File: src/hw/rtl/bfs_pkg.sv
package bfs_pkg;

    localparam int unsigned BurstShotsDefault = 3;

    typedef enum logic [2:0] {
        ST_RESTART      = 3'd0,
        ST_WAITING      = 3'd1,
        ST_TRIGGERED    = 3'd2,
        ST_START_MOTORS = 3'd3,
        ST_START_FEED   = 3'd4,
        ST_WAIT_LOW     = 3'd5,
        ST_WAIT_HIGH    = 3'd6,
        ST_STOPPING     = 3'd7
    } state_t;

    typedef enum logic [2:0] {
        CFG_LAUNCHER_MIN = 3'd0,
        CFG_LAUNCHER_MAX = 3'd1,
        CFG_FEEDER_MIN   = 3'd2,
        CFG_FEEDER_MAX   = 3'd3,
        CFG_SPEED_HIGH   = 3'd4,
        CFG_SPEED_LOW    = 3'd5,
        CFG_SPINUP_MS    = 3'd6,
        CFG_DWELL_MS     = 3'd7
    } cfg_index_t;

    typedef struct packed {
        logic [7:0]  launcher_min_position;
        logic [7:0]  launcher_max_position;
        logic [7:0]  feeder_min_position;
        logic [7:0]  feeder_max_position;
        logic [7:0]  speed_high;
        logic [7:0]  speed_low;
        logic [15:0] spinup_ms;
        logic [15:0] dwell_ms;
    } cfg_t;

    typedef struct packed {
        logic [31:0] now_ms;
        logic        motors_enabled;
        logic        battle_mode;
        logic        fire_request_n;
        logic        feeder_sensor;
        logic        burst_mode;
        logic        high_velocity;
    } tick_t;

    typedef struct packed {
        logic       launcher_write;
        logic [7:0] launcher_position;
        logic       feeder_write;
        logic [7:0] feeder_position;
        state_t     sequencer_state;
        logic [7:0] shot_count;
    } result_t;

endpackage

File: src/hw/rtl/bfs_cfg_regs.sv
module bfs_cfg_regs (
    input  logic              clk,
    input  logic              rst_n,
    input  logic              cfg_write,
    input  logic [2:0]        cfg_index,
    input  logic [15:0]       cfg_data,
    output bfs_pkg::cfg_t     cfg
);

    bfs_pkg::cfg_t cfg_reg;
    bfs_pkg::cfg_t cfg_next;

    always_comb
    begin
        cfg_next = cfg_reg;
        if (cfg_write)
        begin
            unique case (bfs_pkg::cfg_index_t'(cfg_index))
                bfs_pkg::CFG_LAUNCHER_MIN: cfg_next.launcher_min_position = cfg_data[7:0];
                bfs_pkg::CFG_LAUNCHER_MAX: cfg_next.launcher_max_position = cfg_data[7:0];
                bfs_pkg::CFG_FEEDER_MIN:   cfg_next.feeder_min_position   = cfg_data[7:0];
                bfs_pkg::CFG_FEEDER_MAX:   cfg_next.feeder_max_position   = cfg_data[7:0];
                bfs_pkg::CFG_SPEED_HIGH:   cfg_next.speed_high            = cfg_data[7:0];
                bfs_pkg::CFG_SPEED_LOW:    cfg_next.speed_low             = cfg_data[7:0];
                bfs_pkg::CFG_SPINUP_MS:    cfg_next.spinup_ms             = cfg_data;
                bfs_pkg::CFG_DWELL_MS:     cfg_next.dwell_ms              = cfg_data;
                default:                   cfg_next = cfg_reg;
            endcase
        end
    end

    always_ff @(posedge clk or negedge rst_n)
    begin
        if (!rst_n)
        begin
            cfg_reg.launcher_min_position <= 8'd0;
            cfg_reg.launcher_max_position <= 8'd180;
            cfg_reg.feeder_min_position   <= 8'd90;
            cfg_reg.feeder_max_position   <= 8'd180;
            cfg_reg.speed_high            <= 8'd100;
            cfg_reg.speed_low             <= 8'd50;
            cfg_reg.spinup_ms             <= 16'd10;
            cfg_reg.dwell_ms              <= 16'd500;
        end
        else
        begin
            cfg_reg <= cfg_next;
        end
    end

    assign cfg = cfg_reg;

endmodule

File: src/hw/rtl/bfs_step.sv
module bfs_step #(
    parameter int unsigned BURST_SHOTS = bfs_pkg::BurstShotsDefault
) (
    input  logic             clk,
    input  logic             rst_n,
    input  logic             step,
    input  bfs_pkg::tick_t   tick,
    input  bfs_pkg::cfg_t    cfg,
    output bfs_pkg::result_t result
);

    localparam logic [7:0] BurstLimit = 8'(BURST_SHOTS);

    bfs_pkg::state_t state_reg;
    bfs_pkg::state_t state_next;
    logic [31:0]     wait_start_reg;
    logic [31:0]     wait_start_next;
    logic [15:0]     wait_length_reg;
    logic [15:0]     wait_length_next;
    logic [7:0]      shots_reg;
    logic [7:0]      shots_next;

    logic            force_restart;
    logic [31:0]     deadline;
    logic            run;
    logic [7:0]      speed;
    logic [7:0]      launch_cmd;

    assign force_restart = (!tick.motors_enabled || !tick.battle_mode)
                           && (state_reg != bfs_pkg::ST_WAITING);
    assign deadline      = wait_start_reg + {16'd0, wait_length_reg};
    assign run           = force_restart || !(tick.now_ms < deadline);
    assign speed         = tick.high_velocity ? cfg.speed_high : cfg.speed_low;
    assign launch_cmd    = (cfg.launcher_max_position < speed) ? cfg.launcher_max_position
                                                               : speed;

    // next state and timer
    always_comb
    begin
        bfs_pkg::state_t cur;
        cur              = force_restart ? bfs_pkg::ST_RESTART : state_reg;
        state_next       = cur;
        wait_start_next  = wait_start_reg;
        wait_length_next = wait_length_reg;
        shots_next       = shots_reg;
        if (run)
        begin
            unique case (cur)
                bfs_pkg::ST_RESTART, bfs_pkg::ST_WAITING:
                begin
                    if (cur == bfs_pkg::ST_RESTART)
                    begin
                        shots_next = 8'd0;
                        state_next = bfs_pkg::ST_WAITING;
                    end
                    if (!tick.fire_request_n)
                        state_next = bfs_pkg::ST_TRIGGERED;
                end
                bfs_pkg::ST_TRIGGERED, bfs_pkg::ST_START_MOTORS:
                begin
                    state_next       = bfs_pkg::ST_START_FEED;
                    wait_length_next = cfg.spinup_ms;
                    wait_start_next  = tick.now_ms;
                end
                bfs_pkg::ST_START_FEED:
                begin
                    shots_next       = shots_reg + 8'd1;
                    state_next       = bfs_pkg::ST_WAIT_LOW;
                    wait_length_next = 16'd0;
                    wait_start_next  = tick.now_ms;
                end
                bfs_pkg::ST_WAIT_LOW:
                begin
                    if (!tick.feeder_sensor)
                    begin
                        state_next       = bfs_pkg::ST_WAIT_HIGH;
                        wait_length_next = 16'd0;
                        wait_start_next  = tick.now_ms;
                    end
                end
                bfs_pkg::ST_WAIT_HIGH:
                begin
                    if (tick.feeder_sensor)
                    begin
                        state_next       = bfs_pkg::ST_STOPPING;
                        wait_length_next = 16'd0;
                        wait_start_next  = tick.now_ms;
                    end
                end
                bfs_pkg::ST_STOPPING:
                begin
                    wait_length_next = cfg.dwell_ms;
                    wait_start_next  = tick.now_ms;
                    if (!tick.burst_mode || shots_reg >= BurstLimit)
                        state_next = bfs_pkg::ST_RESTART;
                    else
                        state_next = bfs_pkg::ST_START_FEED;
                end
                default:
                begin
                    state_next = cur;
                end
            endcase
        end
    end

    // servo write outputs plus reported state and shot count
    always_comb
    begin
        bfs_pkg::state_t cur;
        cur                      = force_restart ? bfs_pkg::ST_RESTART : state_reg;
        result                   = '0;
        result.sequencer_state   = state_next;
        result.shot_count        = shots_next;
        if (run)
        begin
            unique case (cur)
                bfs_pkg::ST_RESTART:
                begin
                    result.launcher_write    = 1'b1;
                    result.launcher_position = cfg.launcher_min_position;
                    result.feeder_write      = 1'b1;
                    result.feeder_position   = cfg.feeder_min_position;
                end
                bfs_pkg::ST_TRIGGERED, bfs_pkg::ST_START_MOTORS:
                begin
                    result.launcher_write    = 1'b1;
                    result.launcher_position = launch_cmd;
                end
                bfs_pkg::ST_START_FEED:
                begin
                    result.feeder_write    = 1'b1;
                    result.feeder_position = cfg.feeder_max_position;
                end
                bfs_pkg::ST_STOPPING:
                begin
                    result.feeder_write    = 1'b1;
                    result.feeder_position = cfg.feeder_min_position;
                end
                default:
                begin
                    result.launcher_write = 1'b0;
                end
            endcase
        end
    end

    always_ff @(posedge clk or negedge rst_n)
    begin
        if (!rst_n)
        begin
            state_reg       <= bfs_pkg::ST_WAITING;
            wait_start_reg  <= 32'd0;
            wait_length_reg <= 16'd0;
            shots_reg       <= 8'd0;
        end
        else if (step)
        begin
            state_reg       <= state_next;
            wait_start_reg  <= wait_start_next;
            wait_length_reg <= wait_length_next;
            shots_reg       <= shots_next;
        end
    end

    a_shots_bounded: assert property (@(posedge clk) disable iff (!rst_n)
        shots_reg <= BurstLimit)
        else $error("shot count above burst limit");

    a_idle_holds: assert property (@(posedge clk) disable iff (!rst_n)
        !step |=> $stable(state_reg) && $stable(shots_reg) && $stable(wait_start_reg))
        else $error("sequencer state moved without a tick");

    a_feed_counts: assert property (@(posedge clk) disable iff (!rst_n)
        step && run && !force_restart && state_reg == bfs_pkg::ST_START_FEED
        |=> shots_reg == $past(shots_reg) + 8'd1 && state_reg == bfs_pkg::ST_WAIT_LOW)
        else $error("feed step did not count a shot");

    a_forced_restart: assert property (@(posedge clk) disable iff (!rst_n)
        step && force_restart
        |=> shots_reg == 8'd0
            && (state_reg == bfs_pkg::ST_WAITING || state_reg == bfs_pkg::ST_TRIGGERED))
        else $error("forced restart did not return to waiting");

endmodule

File: src/hw/rtl/burst_fire_sequencer_core.sv
// Firing sequencer advanced by one tick per input transaction. Each tick gives exactly
// one result transaction holding the servo writes of that tick, the new state and the
// shot count. A tick is registered at the input, evaluated in a single pass of logic
// (one 32-bit deadline add and compare plus the state decode) and the result is
// registered at the output, so one tick is taken every cycle unless out_stall holds;
// a result passes tick_reg, then result_reg. The output register lets the next tick
// enter while a result waits on out_stall. Config writes take effect on the next tick.
module burst_fire_sequencer_core #(
    parameter int unsigned BURST_SHOTS = bfs_pkg::BurstShotsDefault
) (
    input  logic        clk,
    input  logic        rst_n,

    input  logic        cfg_write,
    input  logic [2:0]  cfg_index,
    input  logic [15:0] cfg_data,

    input  logic        in_valid,
    output logic        in_stall,
    input  logic [31:0] now_ms,
    input  logic        motors_enabled,
    input  logic        battle_mode,
    input  logic        fire_request_n,
    input  logic        feeder_sensor,
    input  logic        burst_mode,
    input  logic        high_velocity,

    output logic        out_valid,
    input  logic        out_stall,
    output logic        launcher_write,
    output logic [7:0]  launcher_position,
    output logic        feeder_write,
    output logic [7:0]  feeder_position,
    output logic [2:0]  sequencer_state,
    output logic [7:0]  shot_count
);

    bfs_pkg::cfg_t    cfg;
    bfs_pkg::tick_t   tick_reg;
    logic             tick_valid_reg;
    bfs_pkg::result_t step_result;
    bfs_pkg::result_t result_reg;
    logic             result_valid_reg;

    logic             out_ready;
    logic             step;
    logic             in_take;

    assign out_ready = !result_valid_reg || !out_stall;
    assign step      = tick_valid_reg && out_ready;
    assign in_stall  = tick_valid_reg && !out_ready;
    assign in_take   = in_valid && !in_stall;

    bfs_cfg_regs u_cfg (
        .clk       (clk),
        .rst_n     (rst_n),
        .cfg_write (cfg_write),
        .cfg_index (cfg_index),
        .cfg_data  (cfg_data),
        .cfg       (cfg)
    );

    bfs_step #(
        .BURST_SHOTS (BURST_SHOTS)
    ) u_step (
        .clk    (clk),
        .rst_n  (rst_n),
        .step   (step),
        .tick   (tick_reg),
        .cfg    (cfg),
        .result (step_result)
    );

    always_ff @(posedge clk or negedge rst_n)
    begin
        if (!rst_n)
        begin
            tick_valid_reg   <= 1'b0;
            result_valid_reg <= 1'b0;
        end
        else
        begin
            if (in_take)
                tick_valid_reg <= 1'b1;
            else if (step)
                tick_valid_reg <= 1'b0;
            if (out_ready)
                result_valid_reg <= step;
        end
    end

    always_ff @(posedge clk)
    begin
        if (in_take)
        begin
            tick_reg.now_ms         <= now_ms;
            tick_reg.motors_enabled <= motors_enabled;
            tick_reg.battle_mode    <= battle_mode;
            tick_reg.fire_request_n <= fire_request_n;
            tick_reg.feeder_sensor  <= feeder_sensor;
            tick_reg.burst_mode     <= burst_mode;
            tick_reg.high_velocity  <= high_velocity;
        end
        if (step)
            result_reg <= step_result;
    end

    assign out_valid         = result_valid_reg;
    assign launcher_write    = result_reg.launcher_write;
    assign launcher_position = result_reg.launcher_position;
    assign feeder_write      = result_reg.feeder_write;
    assign feeder_position   = result_reg.feeder_position;
    assign sequencer_state   = result_reg.sequencer_state;
    assign shot_count        = result_reg.shot_count;

endmodule

File: config.mk
export PLATFORM = sky130hd
export DESIGN_NAME = burst_fire_sequencer_core
export DESIGN_NICKNAME = d
export VERILOG_FILES = /design/src/hw/rtl/bfs_pkg.sv /design/src/hw/rtl/bfs_cfg_regs.sv /design/src/hw/rtl/bfs_step.sv /design/src/hw/rtl/burst_fire_sequencer_core.sv
export SDC_FILE = /design/constraint.sdc
export NUM_CORES = 1
export LEC_CHECK = 0
export BUFFER_PORTS_ARGS = -buffer_cell sky130_fd_sc_hd__buf_2
export CORE_ASPECT_RATIO = 1.75
export CORE_UTILIZATION = 64
export DETAILED_ROUTE_END_ITERATION = 8
export PLACE_DENSITY = 0.95
export SLEW_MARGIN = 15
export SYNTH_ARGS = -nofsm -noshare
export SYNTH_HDL_FRONTEND = slang
export SYNTH_SLANG_ARGS = --single-unit
export TNS_END_PERCENT = 5
File: constraint.sdc
create_clock -name clk -period 10.7 [get_ports clk]
set_clock_uncertainty 0.2 [all_clocks]
set_input_delay 1.605 -clock clk [delete_from_list [all_inputs] [get_ports clk]]
set_output_delay 1.605 -clock clk [all_outputs]
set_load 0.1 [all_outputs]
## After elaboration in Yosys (flattened, before gate mapping)

Cells that the tools add are included.

| storage, ports and cells | value |
|---|---|
| flip-flop bits (word level) | 208 |
| logic and storage cells | 109 |

| operators by class | value |
|---|---|
| reductions and logical operators | 36 |
| $lt $le $gt $ge | 3 |
| multiplexer cells | 24 |
| equal/unequal tests | 17 |
| add/subtract/negate cells | 2 |

Operators by type and width:

| operator | number |
|---|---|
| 32-bit one-hot mux with 3 select lines | 1 |
| 16-bit one-hot mux with 5 select lines | 1 |
| 32-bit two-way mux | 2 |
| 32-bit by 16-bit adder with 32-bit output | 1 |
| 32-bit < comparator | 1 |
| 16-bit two-way mux | 2 |
| 8-bit two-way mux | 4 |
| 8-bit one-hot mux with 2 select lines | 2 |
| 3-bit equality test, second input constant | 8 |
| 3-bit two-way mux | 7 |
| 3-bit one-hot mux with 6 select lines | 1 |
| 9-bit one-hot mux with 2 select lines | 1 |
| 2-bit AND reduction | 8 |
| 3-bit by 2-bit equality test with 1-bit output, second input constant | 4 |
| 5-bit AND reduction | 2 |
| 8-bit by 1-bit adder with 8-bit output, second input constant | 1 |
| 8-bit by 2-bit greater-or-equal comparator with 1-bit output, second input constant | 1 |
| 1-bit logical NOT | 8 |
| 8-bit < comparator | 1 |
| 3-bit by 1-bit equality test with 1-bit output, second input constant | 2 |
| 3-bit logical NOT | 2 |
| 2-bit OR reduction | 3 |
| 5-bit nonzero test | 1 |
| 1-bit logical AND | 4 |
| 8 further kinds | 14 |

## Logic depth before layout (Yosys ltp)

| logic depth | value |
|---|---|
| word-level depth | 9 |
| depth in mapped cells | 20 |
| gate-level depth less buffers | 18 |

## Hierarchy

A second synthesis with hierarchy kept.

| second synthesis, totals | value |
|---|---|
| cell total of the unflattened synthesis | 819 |
| area, all modules | 10685.2 µm² |

Modules (own cells, without submodules):

| module | sequential area each (µm²) | area an instance (µm²) | cells each | times used |
|---|---|---|---|---|
| bfs_step | 1477.7 | 5481.5 | 567 | 1 |
| bfs_cfg_regs | 2034.5 | 3099.2 | 177 | 1 |
| burst_fire_sequencer_core | 2062.0 | 2104.5 | 75 | 1 |

## Worst setup path after synthesis

Ideal clock, no wire load.

| path | value |
|---|---|
| path kind | flip-flop to flip-flop |
| start point | register u_step.wait_length_reg[0] |
| end point | register u_step.wait_length_reg[0] |
| library setup time | 0.125 ns |
| cell stages (with the launch flop) | 20 |
| path buffers | 2 |
| setup slack | 5.661 ns |
| arrival | 4.714 ns |
| period minus slack after synthesis | 5.039 ns |
| path through | dfrtp_1 > ha_1 > inv_1 > fa_1 > nand2b_1 > a2111oi_0 > o211ai_1 > a31oi_1 > nand3_1 > xor2_1 > ha_1 > nand4_2 > nor4_2 > o211ai_1 > a21oi_2 > o21ai_1 > or4_4 > buf_6 > buf_6 > mux2_4 |

| between the ends | value |
|---|---|
| cells in the longest elaborated chain, start to end | 5 |

Ends and longest elaborated chain:

| what | line | text |
|---|---|---|
| from (decl) | bfs_step.sv:18 | `logic [15:0] wait_length_reg;` |
| from (signal assigned) | bfs_step.sv:161 | `wait_length_reg <= wait_length_next;` |
| 32-bit by 16-bit adder with 32-bit output | bfs_step.sv:31 | `assign deadline = wait_start_reg + {16'd0, wait_length_reg};` |
| 32-bit < comparator | bfs_step.sv:32 | `assign run = force_restart \|\| !(tick.now_ms < deadline);` |
| 1-bit logical NOT | bfs_step.sv:32 |  |
| 1-bit logical OR | bfs_step.sv:32 |  |
| 5-bit AND reduction (no line) | - |  |

No other way between the ends.
A chain may end at the register's enable or synchronous reset.

## Worst setup path in the final report

| path | value |
|---|---|
| start point | register u_step.wait_length_reg[0] |
| end point | register u_step.wait_start_reg[4] |

| between the ends | value |
|---|---|
| cells in the longest elaborated chain, start to end | 5 |

Ends and longest elaborated chain:

| what | line | text |
|---|---|---|
| 32-bit by 16-bit adder with 32-bit output | bfs_step.sv:31 |  |
| 32-bit < comparator | bfs_step.sv:32 |  |
| 1-bit logical NOT | bfs_step.sv:32 |  |
| 1-bit logical OR | bfs_step.sv:32 |  |
| 5-bit AND reduction (no line) | - |  |
| to (signal assigned) | bfs_step.sv:160 | `wait_start_reg <= wait_start_next;` |
| to (decl) | bfs_step.sv:16 | `logic [31:0] wait_start_reg;` |

No other way between the ends.

==> metrics.txt <==
# port buffers 92; RSZ-0062 raised after global routing false; relative slew slack 0.3242; ant diodes 0; HP Class flip-flop to flip-flop; sequential share of the synthesized area 0.5393; register area 5574 um2; first-pass GRT wire length 38650 um; Required @ worst endpoint approximately 11000 ps; Row Count 61; Die ar. about 17000 um2; initial antenna violation count 0; ys flop type dfrtp_1; synth top area cells dfrtp_1 28%, edfxtp_1 19%, mux2_2 12%; largest net degree at the start of global routing a little over 80; count leader, synth dfrtp_1; GR Overflow Total 0; CP Launch Type flip-flop; synthesized instance count 815; vias in the first global route 7459; post-DR vias/cell 6.589; Crit path buffers/inverters 1; Tot GR Track Use 0.2998; clock root cell clkbuf_16; setup TNS 0 ps; max reg flops 80; ys async rst share 0.6779; WHS approximately 300 ps; CTS tree done; area leader, netlist dfrtp_1; fin cells about 1100; max cap viols 0; outcome complete, but fails checks; layout cell share with drive strength beyond 1 0.3261; fmax 161.8 MHz; Final nets 1024; Slew @ Worst Pin about 1000 ps; total core area 15880 um2; Leakage approximately 5 nW; initial core utilization 0.6511; area share of the largest cell type after synthesis 0.2760; crit-path max FO 48; Distinct cells, synth 63; # hold bufs at CTS 0; PD cells roughly 280 nW/um2; CTS resizes 0; # fillers a little under 1000; Setup WS post-layout 4518 ps; Clock transition at path regs 70 ps; total routed wirelength roughly 24000 um; CP peak stage delay 780 ps; Final Hold Fails 0; CP max-delay cell or4_4; CTS max path bufs 3; delay-heaviest family, CP compound AO/OA/AOI/OAI gates; Critical Path, Cell by Cell ha_1, inv_1, fa_1, nand2b_1, a2111oi_0, o211ai_1, a31oi_1, nand3_1, xor2_1, ha_1, a211oi_1, o22ai_1, a211oi_1, nand3_1, o21ai_1, or4_4, mux2_2; Max VDD drop 0.1919 mV; Avg WL per Cell 21.77 um; Num CTS Buffers 21; area of the multi-input gates roughly 4600 um2; Pre-antenna DRT Iters 8; die width between 90 and 100 um; # IOs between 90 and 100; synth warn 0; Placer Congestion 0.9573; die height 170.1 um; Area growth, synth to finish 12.49%; mapped cell area about 10000 um2; htree depth 1; clock latency on the worst-skew pair 500 ps; # DRC 5; Post-synth EDFFs 67; synthesis-stage register bit count roughly 210; setup slack at placement 4651 ps; postcts setup bufs 0; Initial DRC Count ~590; Synthesized Nets 933; Crit. End Element flip-flop; syn_area_per_cell 12.68 um2; Critical Path AT 6360 ps; dpl cells ~1100; routed vias 7307; most frequent cells after synthesis 114 x dfrtp_1, 108 x mux2_2, 67 x edfxtp_1, 55 x ha_1, 54 x nand2_1; final antenna-violating net count 0; Worst Setup Path Type flip-flop to flip-flop; fin crit share 0.5778; Final Setup Violations 0; HPWL after detailed placement 15650 um; Max Slew Vio Count 0; min Tclk post-route around 6000 ps; clk sinks 208; failing checks DRC
[per-layer routing]
metal,track usage,share of wire,vias to the layer above
li1,-,-,3222
met1,0.3418,0.36,3618
met2,0.5395,0.53,363
met3,0.04107,0.056,104
met4,0.1647,0.057,0
met5,0,0,-
[layout by cell type, fill, tap and decap left out, types with 20 or more instances in the layout]
| cell | netlist | final |
|---|---|---|
| ha_1 | 55 | 55 |
| clkbuf_16 | 0 | 22 |
| edfxtp_1 | 67 | 67 |
| buf_2 | 4 | 91 |
| a21oi_1 | 37 | 37 |
| o21ai_0 | 35 | 35 |
| dfrtp_1 | 114 | 114 |
| nand2_1 | 54 | 54 |
| dfstp_2 | 27 | 27 |
| nor2_1 | 35 | 33 |
| mux2_2 | 108 | 108 |
| xor2_1 | 20 | 20 |
[report_power, final]
group / internal [mW] / switching (mW)
combinational: 0.544 / 0.835
sequential: 1.05 / 0.157
clock: 0.409 / 0.305
[metrics by stage]
step             util  total power [mW]  cell area [um2]
2_1_floorplan       -             2.219            10340
3_3_place_gp   0.6896             2.473            10950
3_5_place_dp   0.6896             2.541            10950
4_1_cts        0.7316             3.281            11610
5_1_grt        0.7324             3.484            11630
6_report       0.7324             3.302            11630
[worst register-to-register path: cells and delay by family (launching register included)]
kind                     cells  cell delay (ps)
multiplexers                 1              450
XOR/XNOR                     1              190
AO/OA/AOI/OAI                7             2670
AND/OR/NAND/NOR              4             1320
buffers and inverters        1               70
adder cells (fa/ha/maj)      3              800
flip-flops                   1              380
[worst paths after layout]
kind | cells past startpoint | startpoint | endpoint | slack [ps]
worst min-delay path | 1 | u_cfg.cfg[39] | u_cfg.cfg[39] | 300
min in group asynchronous | 1 | rst_n | tick_valid_reg | 890
worst max register to register | 17 | u_step.wait_length_reg[0] | u_step.wait_start_reg[4] | 4520
worst max-delay path | 17 | u_step.wait_length_reg[0] | u_step.wait_start_reg[4] | 4520
max in group asynchronous | 2 | rst_n | u_cfg.cfg[40] | 7980
worst min register to register | 1 | u_cfg.cfg[39] | u_cfg.cfg[39] | 300
[kinds of logic after synthesis]
kind of cell,count (synthesis),share of synthesized area
buffers and inverters,42,0.01792
XOR/XNOR,30,0.02542
multiplexers,137,0.1549
adder cells (fa/ha/maj),56,0.06851
AND/OR/NAND/NOR,179,0.08837
flip-flops,208,0.5393
AO/OA/AOI/OAI,163,0.1056
[area by class of cell]
type,instances,area share
Clock buffer,26,0.04950
Timing Repair Buffer,98,0.04401
Clock inverter,11,0.007855
Multi-Input combinational cell,565,0.3950
Inverter,12,0.003874
Tap cell,189,0.02034
Sequential cell,208,0.4794
No activity file was read; power rests on OpenSTA's default activity.
